===== config.mk =====
export PLATFORM = sky130hd
export DESIGN_NAME = rectangle_proximity_grouper_unit
export DESIGN_NICKNAME = d
export VERILOG_FILES = /design/src/rtl/core/rpg_pkg.sv /design/src/rtl/core/rpg_table.sv /design/src/rtl/core/rpg_dist_unit.sv /design/src/rtl/core/rpg_merge.sv /design/src/rtl/core/rectangle_proximity_grouper_unit.sv
export SDC_FILE = /design/constraint.sdc
export NUM_CORES = 2
export LEC_CHECK = 0
export ABC_AREA = 1
export BUFFER_PORTS_ARGS = -buffer_cell sky130_fd_sc_hd__buf_2
export CORE_MARGIN = 4
export CORE_UTILIZATION = 55
export DETAILED_ROUTE_END_ITERATION = 8
export MAX_ROUTING_LAYER = met4
export PLACE_DENSITY_LB_ADDON = 0.05
export SYNTH_ARGS = -nofsm -noshare
export SYNTH_HDL_FRONTEND = slang
export SYNTH_HIERARCHICAL = 1
export SYNTH_SLANG_ARGS = --single-unit
export TNS_END_PERCENT = 1

===== constraint.sdc =====
create_clock -name clk -period 15.8 [get_ports clk]
set_input_delay 0 -clock clk [delete_from_list [all_inputs] [get_ports clk]]
set_output_delay 0 -clock clk [all_outputs]
set_load 0.01 [all_outputs]

===== src/rtl/core/rpg_pkg.sv =====
package rpg_pkg;

	localparam int COORD_BITS = 12;
	localparam int EXT_W      = COORD_BITS + 1;
	localparam int THR_W      = 13;
	localparam int SQ_W       = 2 * THR_W;

	localparam logic [THR_W-1:0] THR_RESET  = THR_W'(100);
	localparam logic [EXT_W-1:0] EXTENT_MAX = EXT_W'(1) << COORD_BITS;

	typedef struct packed {
		logic [COORD_BITS-1:0] rect_x;
		logic [COORD_BITS-1:0] rect_y;
		logic [EXT_W-1:0]      rect_width;
		logic [EXT_W-1:0]      rect_height;
		logic                  last_rect;
	} rect_in_t;

	typedef struct packed {
		logic [COORD_BITS-1:0] group_x;
		logic [COORD_BITS-1:0] group_y;
		logic [EXT_W-1:0]      group_width;
		logic [EXT_W-1:0]      group_height;
		logic                  last_group;
		logic                  table_overflow;
	} group_out_t;

	// One table entry: corner and extent of a group.
	typedef struct packed {
		logic [COORD_BITS-1:0] left;
		logic [COORD_BITS-1:0] top;
		logic [EXT_W-1:0]      w;
		logic [EXT_W-1:0]      h;
	} grp_t;

	typedef enum logic [1:0] {
		DOP_NONE,
		DOP_LIMIT,
		DOP_SQX,
		DOP_SQY
	} dist_op_t;

	typedef struct packed {
		dist_op_t          op;
		logic [THR_W-1:0]  operand;
	} dist_ctrl_t;

endpackage


===== src/rtl/core/rpg_table.sv =====
module rpg_table import rpg_pkg::*; #(
	parameter int DEPTH = 16,
	parameter int IDX_W = 4
) (
	input  logic             clk,
	input  logic             we,
	input  logic [IDX_W-1:0] waddr,
	input  grp_t             wdata,
	input  logic [IDX_W-1:0] raddr,
	output grp_t             rdata
);

	grp_t mem [DEPTH];
	grp_t rdata_q;

	always_ff @(posedge clk) begin
		if (we) begin
			mem[waddr] <= wdata;
		end
		rdata_q <= mem[raddr];
	end

	assign rdata = rdata_q;

endmodule


===== src/rtl/core/rpg_dist_unit.sv =====
module rpg_dist_unit import rpg_pkg::*; (
	input  logic       clk,
	input  dist_ctrl_t ctrl,
	output logic       hit
);

	logic [SQ_W-1:0] prod;
	logic [SQ_W-1:0] limit_q;
	logic [SQ_W-1:0] sq_q;
	logic [SQ_W-1:0] acc_q;
	logic [SQ_W:0]   sum;

	// Shared squarer: threshold, then dx, then dy.
	assign prod = ctrl.operand * ctrl.operand;

	always_ff @(posedge clk) begin
		case (ctrl.op)
			DOP_LIMIT: limit_q <= prod;
			DOP_SQX:   sq_q    <= prod;
			DOP_SQY: begin
				sq_q  <= prod;
				acc_q <= sq_q;
			end
			default: ;
		endcase
	end

	assign sum = {1'b0, acc_q} + {1'b0, sq_q};
	assign hit = sum < {1'b0, limit_q};

endmodule


===== src/rtl/core/rpg_merge.sv =====
module rpg_merge import rpg_pkg::*; (
	input  grp_t grp,
	input  grp_t rect,
	output grp_t merged
);

	// Returns {start, saturated span} of the union on one axis.
	function automatic logic [COORD_BITS+EXT_W-1:0] merge_axis(
		input logic [COORD_BITS-1:0] glo,
		input logic [EXT_W-1:0]      gext,
		input logic [COORD_BITS-1:0] lo,
		input logic [EXT_W-1:0]      ext
	);
		logic [EXT_W-1:0]      gend;
		logic [EXT_W-1:0]      nend;
		logic [COORD_BITS-1:0] start;
		logic [EXT_W-1:0]      stop;
		logic [EXT_W-1:0]      span;
		gend  = {1'b0, glo} + gext;
		nend  = {1'b0, lo} + ext;
		start = (glo < lo) ? glo : lo;
		stop  = (gend > nend) ? gend : nend;
		span  = stop - {1'b0, start};
		if (span > EXTENT_MAX) begin
			span = EXTENT_MAX;
		end
		return {start, span};
	endfunction

	always_comb begin
		{merged.left, merged.w} = merge_axis(grp.left, grp.w, rect.left, rect.w);
		{merged.top,  merged.h} = merge_axis(grp.top,  grp.h, rect.top,  rect.h);
	end

endmodule


===== src/rtl/core/rectangle_proximity_grouper_unit.sv =====
// Per rectangle: LIMIT, then SQX, SQY, TEST per group compared before a join or an append
// (FETCH before all but the first), then MERGE or APPEND; an empty table goes from LIMIT
// to APPEND. A last rectangle emits each group (EFETCH, ESEND), plus any output stall.
// Throughput: one rectangle per busy period, set by the single shared squarer and the
// table's single read port. Reset: async active low; clears group count, overflow flag,
// sequencer and output valid, threshold returns to 100. Table contents are not cleared.
module rectangle_proximity_grouper_unit import rpg_pkg::*; #(
	parameter int MAX_GROUPS = 16
) (
	input  logic             clk,
	input  logic             arst_n,
	input  logic             in_valid,
	output logic             in_ready,
	input  rect_in_t         in_data,
	output logic             out_valid,
	input  logic             out_ready,
	output group_out_t       out_data,
	input  logic             cfg_valid,
	output logic             cfg_ready,
	input  logic [THR_W-1:0] cfg_data
);

	localparam int CNT_W = $clog2(MAX_GROUPS + 1);
	localparam int IDX_W = (MAX_GROUPS > 1) ? $clog2(MAX_GROUPS) : 1;
	localparam logic [CNT_W-1:0] CNT_FULL = CNT_W'(MAX_GROUPS);

	// Sequencer: LIMIT squares the threshold; each group then goes FETCH (table read;
	// skipped for entry 0), SQX, SQY (shared squarer), TEST (sum vs limit).
	typedef enum logic [3:0] {
		ST_IDLE,
		ST_LIMIT,
		ST_FETCH,
		ST_SQX,
		ST_SQY,
		ST_TEST,
		ST_MERGE,
		ST_APPEND,
		ST_EFETCH,
		ST_ESEND
	} state_t;

	state_t           state_q;
	logic [THR_W-1:0] thr_q;
	logic [CNT_W-1:0] count_q;
	logic [CNT_W-1:0] idx_q;
	logic [CNT_W-1:0] idx_nxt;
	logic             ovf_q;
	logic             out_valid_q;
	group_out_t       out_q;
	grp_t             rect_q;
	logic             last_q;

	grp_t             rd;
	grp_t             merged;
	grp_t             tbl_wdata;
	logic             tbl_we;
	logic [IDX_W-1:0] tbl_waddr;
	dist_ctrl_t       dctl;
	logic             hit;
	logic [COORD_BITS-1:0] dx;
	logic [COORD_BITS-1:0] dy;
	logic [EXT_W-1:0] w_clamped;
	logic [EXT_W-1:0] h_clamped;
	logic             out_load;

	assign in_ready  = (state_q == ST_IDLE);
	assign cfg_ready = 1'b1;
	assign out_valid = out_valid_q;
	assign out_data  = out_q;
	assign idx_nxt   = idx_q + CNT_W'(1);

	// Zero extent reads as 1, oversize extent saturates.
	always_comb begin
		w_clamped = in_data.rect_width;
		h_clamped = in_data.rect_height;
		if (w_clamped == '0) w_clamped = EXT_W'(1);
		else if (w_clamped > EXTENT_MAX) w_clamped = EXTENT_MAX;
		if (h_clamped == '0) h_clamped = EXT_W'(1);
		else if (h_clamped > EXTENT_MAX) h_clamped = EXTENT_MAX;
	end

	// Corner differences against the entry being compared.
	assign dx = (rect_q.left > rd.left) ? rect_q.left - rd.left : rd.left - rect_q.left;
	assign dy = (rect_q.top  > rd.top)  ? rect_q.top  - rd.top  : rd.top  - rect_q.top;

	always_comb begin
		case (state_q)
			ST_LIMIT: dctl = '{op: DOP_LIMIT, operand: thr_q};
			ST_SQX:   dctl = '{op: DOP_SQX,   operand: THR_W'(dx)};
			ST_SQY:   dctl = '{op: DOP_SQY,   operand: THR_W'(dy)};
			default:  dctl = '{op: DOP_NONE,  operand: thr_q};
		endcase
	end

	// Table write: merge in place, or append at the end when there is room.
	assign tbl_we    = (state_q == ST_MERGE) ||
	                   ((state_q == ST_APPEND) && (count_q != CNT_FULL));
	assign tbl_waddr = (state_q == ST_MERGE) ? idx_q[IDX_W-1:0] : count_q[IDX_W-1:0];
	assign tbl_wdata = (state_q == ST_MERGE) ? merged : rect_q;

	// Emit a group when the output register is free or being drained.
	assign out_load  = (state_q == ST_ESEND) && (!out_valid_q || out_ready);

	rpg_table #(
		.DEPTH (MAX_GROUPS),
		.IDX_W (IDX_W)
	) u_table (
		.clk   (clk),
		.we    (tbl_we),
		.waddr (tbl_waddr),
		.wdata (tbl_wdata),
		.raddr (idx_q[IDX_W-1:0]),
		.rdata (rd)
	);

	rpg_dist_unit u_dist (
		.clk  (clk),
		.ctrl (dctl),
		.hit  (hit)
	);

	rpg_merge u_merge (
		.grp    (rd),
		.rect   (rect_q),
		.merged (merged)
	);

	// Hold the incoming rectangle for the whole scan.
	always_ff @(posedge clk) begin
		if (in_valid && in_ready) begin
			rect_q <= '{left: in_data.rect_x, top: in_data.rect_y,
			            w: w_clamped, h: h_clamped};
			last_q <= in_data.last_rect;
		end
	end

	always_ff @(posedge clk or negedge arst_n) begin
		if (!arst_n) begin
			state_q     <= ST_IDLE;
			thr_q       <= THR_RESET;
			count_q     <= '0;
			idx_q       <= '0;
			ovf_q       <= 1'b0;
			out_valid_q <= 1'b0;
			out_q       <= '0;
		end else begin
			if (cfg_valid && cfg_ready) begin
				thr_q <= cfg_data;
			end

			// Drop the valid once the request is taken and nothing replaces it.
			if (out_load) begin
				out_valid_q <= 1'b1;
			end else if (out_ready) begin
				out_valid_q <= 1'b0;
			end

			case (state_q)
				ST_IDLE: begin
					if (in_valid) begin
						idx_q   <= '0;
						state_q <= ST_LIMIT;
					end
				end
				// Table read of entry 0 overlaps the threshold square.
				ST_LIMIT: begin
					state_q <= (count_q == '0) ? ST_APPEND : ST_SQX;
				end
				ST_FETCH: state_q <= ST_SQX;
				ST_SQX:   state_q <= ST_SQY;
				ST_SQY:   state_q <= ST_TEST;
				// First close group wins; otherwise advance or open a new group.
				ST_TEST: begin
					if (hit) begin
						state_q <= ST_MERGE;
					end else if (idx_nxt == count_q) begin
						state_q <= ST_APPEND;
					end else begin
						idx_q   <= idx_nxt;
						state_q <= ST_FETCH;
					end
				end
				ST_MERGE, ST_APPEND: begin
					if ((state_q == ST_APPEND) && (count_q != CNT_FULL)) begin
						count_q <= count_q + CNT_W'(1);
					end else if (state_q == ST_APPEND) begin
						ovf_q <= 1'b1;
					end
					idx_q   <= '0;
					state_q <= last_q ? ST_EFETCH : ST_IDLE;
				end
				ST_EFETCH: state_q <= ST_ESEND;
				ST_ESEND: begin
					if (out_load) begin
						out_q <= '{group_x:        rd.left,
						           group_y:        rd.top,
						           group_width:    rd.w,
						           group_height:   rd.h,
						           last_group:     (idx_nxt == count_q),
						           table_overflow: ovf_q};
						if (idx_nxt == count_q) begin
							// Run complete: reset the group count, emptying the table, and clear the flag.
							count_q <= '0;
							ovf_q   <= 1'b0;
							state_q <= ST_IDLE;
						end else begin
							idx_q   <= idx_nxt;
							state_q <= ST_EFETCH;
						end
					end
				end
				default: state_q <= ST_IDLE;
			endcase
		end
	end

endmodule


Word level (Yosys, flattened, before mapping)
Memory sizes are Yosys's and may differ from the RTL's. A register that Yosys moved wholly into a read port is not among the register bits.
Cells that the tools add are included.
Word-level totals
  register bits: 210
  bits in writable memories: 800
  input port bits: 69
  output and inout port bits: 55
  word-level logic and storage cells: 130
  memories kept: 1
Memories
  u_table.mem: words 16, width 50, read ports 1, clocked after Yosys merged registers in 1, write ports 1, RTL line rpg_table.sv:13  | grp_t mem [DEPTH];
Cells by class
  $add $sub $neg: 13
  multipliers: 1
  $lt $le $gt $ge: 11
  equality and inequality tests: 21
  mux-type cells: 39
  reductions and logical operators: 22
Operators by type and width (count)
  $mux 13: 6
  $add 12x13->13: 4
  $gt 13x13->1 const B: 4
  $mux 50: 1
  $mux 12: 4
  $sub 12x12->12: 4
  $pmux 15 s3: 1
  $pmux 4 s9: 1
  $mux 5: 7
  $add 26x26->27: 1
  $lt 27x26->1: 1
  $gt 13x13->1: 2
  $logic_not 13->1: 2
  $mul 13x13->26: 1
  $sub 13x12->13: 2
  $gt 12x12->1: 2
  $lt 12x12->1: 2
  $mux 4: 5
  $pmux 5 s4: 1
  $eq 4x3->1 const B: 4
  $ne 2x2->1 const B: 6
  $add 5x1->5 const B: 2
  $pmux 5 s2: 1
  $mux 3: 3
  21 further kinds: 40

Depth between registers and ports, before layout
  word-level depth: 7
  depth in mapped cells: 40

Modules after synthesis
The synthesis kept the hierarchy.
By module, submodules not included
  rpg_table: times used 1, cells an instance 3296, area an instance 35459.0 um^2
  rpg_dist_unit: times used 1, cells an instance 1166, area an instance 9601.7 um^2
  rectangle_proximity_grouper_unit: times used 1, cells an instance 1269, area an instance 9110.0 um^2
  rpg_merge: times used 1, cells an instance 1054, area an instance 6135.9 um^2

Worst setup path after synthesis
Ideal clock, no wire load.
  kind: register to register
  start: reg rect_q[38] (netlist name)
  end: reg u_dist.limit_q[19] (data pin)
  setup time: 0.256 ns
  arrival: 6.178 ns
  required time: 15.544 ns
  setup slack: 9.366 ns
  cell stages (with the launch flop): 34
  buffers on the path: 1
  period minus slack after synthesis: 6.434 ns
  cell sequence: edfxtp_1 > inv_1 > ha_1 > inv_1 > fa_1 > nand3_1 > nand3_1 > nand3_1 > nand3_1 > nand2_2 > inv_2 > nand2_1 > nand3_1 > nand3_1 > clkbuf_1 > nand2_1 > fa_1 > inv_1 > fa_1 > inv_1 > fa_1 > inv_1 > fa_1 > inv_1 > fa_1 > inv_1 > ha_1 > a21oi_1 > o21a_1 > nor2_1 > nor2_1 > nand2_1 > nand2_1 > nand2_1
RTL lines
  start: declaration: RTL line rectangle_proximity_grouper_unit.sv:50  | grp_t rect_q;
  start signal: assignment: RTL line rectangle_proximity_grouper_unit.sv:131  | rect_q <= '{left: in_data.rect_x, top: in_data.rect_y,
  end signal: assignment: RTL line rpg_dist_unit.sv:18  | DOP_LIMIT: limit_q <= prod;
  end: declaration: RTL line rpg_dist_unit.sv:8  | logic [SQ_W-1:0] limit_q;

==> results by stage <==
Yosys:
- The dominant combinational cell family by area after synthesis is simple AND/OR/NAND/NOR gates.
- The synthesized area per cell is 8.89 µm².
- The Yosys step of the flow raised 6 warnings.
- Synthesis produced a netlist whose cell count is 6785.
- Summing the areas of all compound-gate instances in the mapped netlist gives 3.98% of the synthesized area.
- The share of the Yosys chip area taken by registers is 51.1%.
- The number of nets handed over by synthesis was 7247.
- Counting flops and latches in the post-synthesis netlist gives 1057.
- The count of distinct cell types in the synthesized netlist is 65.
- In the synthesized netlist the dominant register cell turns out to be sky130_fd_sc_hd__edfxtp_1.
- Of the total synthesized cell area, the portion taken by XOR and XNOR cells is 1.54%.
- The async set or reset register ratio after synthesis is 7.66%.
- Measured against the total synthesized area, the mux share comes to 0.243%.
- The simple-gate share of the synthesized area is 23.1%.
- The number of enable flip-flop cells after synthesis is 926.
- The cell area that synthesis handed to floorplanning was 60300 µm².
- The synthesized netlist devotes 9.49% of its cell area to adder and majority cells.

Clock network:
- The tree is rooted in a sky130_fd_sc_hd__clkbuf_16.
- Buffers inserted during clock tree synthesis total 111.
- The deepest level of the CTS H-tree is 3.
- After clock tree synthesis, the clock-pin slew on the worst setup and hold paths is 0.07 ns.
- The number of setup buffers added after CTS is 0.
- The clock reaches the later pin of the worst-skew pair after 0.72 ns.
- TritonCTS built the clock tree.
- The number of buffers on the longest clock path is 3.
- The total clock sinks is 1057.

Route:
- The detailed-route wire length is 169 mm.
- The vias per cell is 5.35.
- Summing over every cut layer, the via total after detailed routing is 45.3k.
- The met2 wire length is 78.9 mm.
- The DRC violation count after routing is 0.
- After detailed routing, no signal wire sits above met4.
- Wire segments on met3 add up to 11.1 mm in the final route.
- The number of DRC markers in iteration 0 is 3993.
- The average wire per standard cell is 20.0 µm.
- The met1 layer wirelength in the final routing is 74.3 mm.
- Once detail routing completed, the nets flagged for antenna violations numbered 0.
- The first-pass iteration count of the detailed router is 6.

Worst setup path:
- For this run, the slowest stage of the critical path takes 0.59 ns.
- Among the stages of the critical path, the cell type that occurs most often is sky130_fd_sc_hd__nand2_1.
- The count of buffering cells on the critical path with inverters included is 7.
- The worst setup path is captured at a flop.
- The worst setup path is of the flop to flop kind.
- The kind of start point of the critical path is a flop.
- The kind of cell adding the most delay to the critical path is adder cells.
- The highest-delay cell along the critical path is sky130_fd_sc_hd__nand3_1.
- The data arrival time at the worst-slack endpoint is 7.95 ns.
- The required time at the endpoint of the critical path is 16.24 ns.
- The largest fanout of any net on the critical path is 14.

Outcome:
- The flow ran to the end, and the final reports show no timing, DRC or antenna violations.

Floorplan:
- For this configuration, the core starts out at a cell density of 55.4%.
- For this design the top-level I/O count stands at 124.
- Row generation in the floorplan step produced 121 rows.
- The width of the chip is 339 µm.
- The area of the die is 115000 µm².
- The core region area is 109000 µm².
- The die is 339 µm tall.

Place:
- The routability-driven placement congestion ratio is 0.995.
- The count of buffers added on input and output ports is 122.
- After legalization and detailed placement, the total HPWL measured 108 mm.

Timing:
- Adding up every negative setup slack in the final design gives 0 ns.
- The actual slew at the worst max-slew pin is 1.22 ns.
- Setup violations remaining at the end of the flow were counted as 0.
- The worst path uses 47.5% of the clock period.
- The clock arrives with 0.0486 ns of skew.
- The final count of pins violating max slew is 0.
- The shortest clock period the worst path allows after layout is 7.51 ns.
- The worst slew margin relative to its limit is 18.6%.
- The final-report hold violation count is 0.
- Setup repair after global routing left no endpoint under its margin.
- Timing would allow up to 0.133 GHz.

GRT:
- Entering global routing, the biggest net connects 211 pins.
- The via count of the first global-routing pass came to 42.6k.
- The number of antenna violations at the first check in global routing came to 0.
- The overall routing resource usage is 29.9%.
- The global-route wire length before repair is 257 mm.
- The total overflow left after global routing is 0.

Final layout:
- The fraction of final layout cells with drive strength greater than 1 is 8.20%.
- The repair_antennas step left the layout with diodes totalling 0.
- The library cells used most frequently in the layout, excluding fill and tap cells, are 2082 x sky130_fd_sc_hd__nand2_1, 1261 x sky130_fd_sc_hd__inv_1, 926 x sky130_fd_sc_hd__edfxtp_1, 772 x sky130_fd_sc_hd__nand3_1, 286 x sky130_fd_sc_hd__ha_1.
- The fill cell instance count of the final layout is 9339.
- The area growth from synthesis to layout is 10.5%.
- After the last flow step, the layout net total stands at 7415.
- The most common library cell in the layout ignoring fill and taps is sky130_fd_sc_hd__nand2_1.

Min path:
- The worst min-delay path class is input pin to flop.

Flow run:
- The count of maximum capacitance violations is 0.
[cell type report]
type / count / area [µm²] / share of cell area (%)
clock buffer: 146 / 3080 / 4.63
clock inverter: 65 / 586 / 0.879
inverter: 1289 / 4860 / 7.29
multi-input combinational: 4200 / 23300 / 34.9
sequential: 1057 / 30900 / 46.3
tap: 1414 / 1770 / 2.66
timing repair buffer: 294 / 2210 / 3.32
[metal layers]
layer | global-route usage, % | vias up
met5 | - | -
met4 | 8.28 | 0
met1 | 41.0 | 21415
li1 | - | 22000
met2 | 47.5 | 1574
met3 | 3.62 | 274
[worst paths after layout]
path	startpoint	end	slack, ns	depth (start not counted)
worst min register to register	u_dist/sq_q[2]	u_dist/acc_q[2]	0.46	0
max in group asynchronous	arst_n	idx_q[0]	14.47	4
min in group asynchronous	arst_n	out_data[28]	0.44	4
worst max register to register	rect_q[26]	u_dist/sq_q[24]	8.29	30
worst min-delay path	in_data[27]	rect_q[26]	0.08	2
worst max-delay path	rect_q[26]	u_dist/sq_q[24]	8.29	30
[timing repair]
| action | CTS | global route |
|---|---|---|
| hold endpoints to repair | 164 | 0 |
| hold buffers | 110 | 0 |
| gates resized for setup | 0 | 0 |
[registers in the layout, indices dropped and copies added (netlist names)]
register / flops
count_q: 5
idx_q: 5
last_q: 1
out_data: 52
out_valid: 1
ovf_q: 1
rect_q: 50
state_q: 4
thr_q: 13
u_dist/acc_q: 25
u_dist/limit_q: 25
u_dist/sq_q: 25
u_table/mem: 800
u_table/rdata: 50
[cells in the mapped netlist, types with 7 or more instances]
cell type / n / area share [%]
sky130_fd_sc_hd__and2_1: 7 / 0.073
sky130_fd_sc_hd__dfxtp_1: 50 / 1.7
sky130_fd_sc_hd__nand3_1: 772 / 6.4
sky130_fd_sc_hd__ha_1: 286 / 5.9
sky130_fd_sc_hd__buf_2: 102 / 0.85
sky130_fd_sc_hd__inv_1: 1264 / 7.9
sky130_fd_sc_hd__a21oi_1: 153 / 1.3
sky130_fd_sc_hd__nand3_2: 7 / 0.12
sky130_fd_sc_hd__buf_6: 56 / 1.0
sky130_fd_sc_hd__a21o_1: 8 / 0.10
sky130_fd_sc_hd__xor2_1: 73 / 1.1
sky130_fd_sc_hd__nor3_1: 16 / 0.13
sky130_fd_sc_hd__edfxtp_1: 926 / 46
sky130_fd_sc_hd__dfrtp_1: 78 / 3.2
sky130_fd_sc_hd__clkbuf_1: 58 / 0.36
sky130_fd_sc_hd__nor2_1: 203 / 1.3
sky130_fd_sc_hd__mux2_2: 13 / 0.24
sky130_fd_sc_hd__xnor2_1: 31 / 0.45
sky130_fd_sc_hd__nand2_1: 2082 / 13
sky130_fd_sc_hd__o21bai_1: 13 / 0.16
sky130_fd_sc_hd__a21oi_2: 23 / 0.33
sky130_fd_sc_hd__fa_1: 107 / 3.6
sky130_fd_sc_hd__buf_4: 7 / 0.087
sky130_fd_sc_hd__nand2_2: 51 / 0.53
sky130_fd_sc_hd__nand3b_1: 7 / 0.087
sky130_fd_sc_hd__nand4_1: 63 / 0.65
sky130_fd_sc_hd__o21ai_1: 42 / 0.35
sky130_fd_sc_hd__buf_1: 13 / 0.081
sky130_fd_sc_hd__nor2_2: 23 / 0.24
sky130_fd_sc_hd__o21ai_0: 139 / 1.2
sky130_fd_sc_hd__inv_2: 23 / 0.14
sky130_fd_sc_hd__a31oi_1: 7 / 0.073
[cells by family (layout without fill, tap and decap cells)]
family	count (synthesis)	after routing
other	1	1
AO/OA/AOI/OAI	420	420
XOR/XNOR	105	105
multiplexers	13	13
AND/OR/NAND/NOR	3268	3268
buffers and inverters	1528	1794
flip-flops	1057	1057
adder cells (fa/ha/maj)	393	393
[metrics by stage]
stage	hold WS, ns	cells	setup slack, ns	util [%]	instance area, µm²
final	0.0811	8465	8.29	61.2	66600
after global routing	0.0456	8465	7.82	61.2	66600
after CTS	0.0257	8465	8.34	61.2	66600
after detailed placement	-0.00721	8144	8.36	56.8	61900
after global placement	-0.0140	8144	8.46	56.8	61900
after floorplan	-0.296	6785	9.37	-	60300
Power is left out: the tool's default activity adds up to more than one toggle a clock period on the data nets, which glitch-free logic cannot reach.
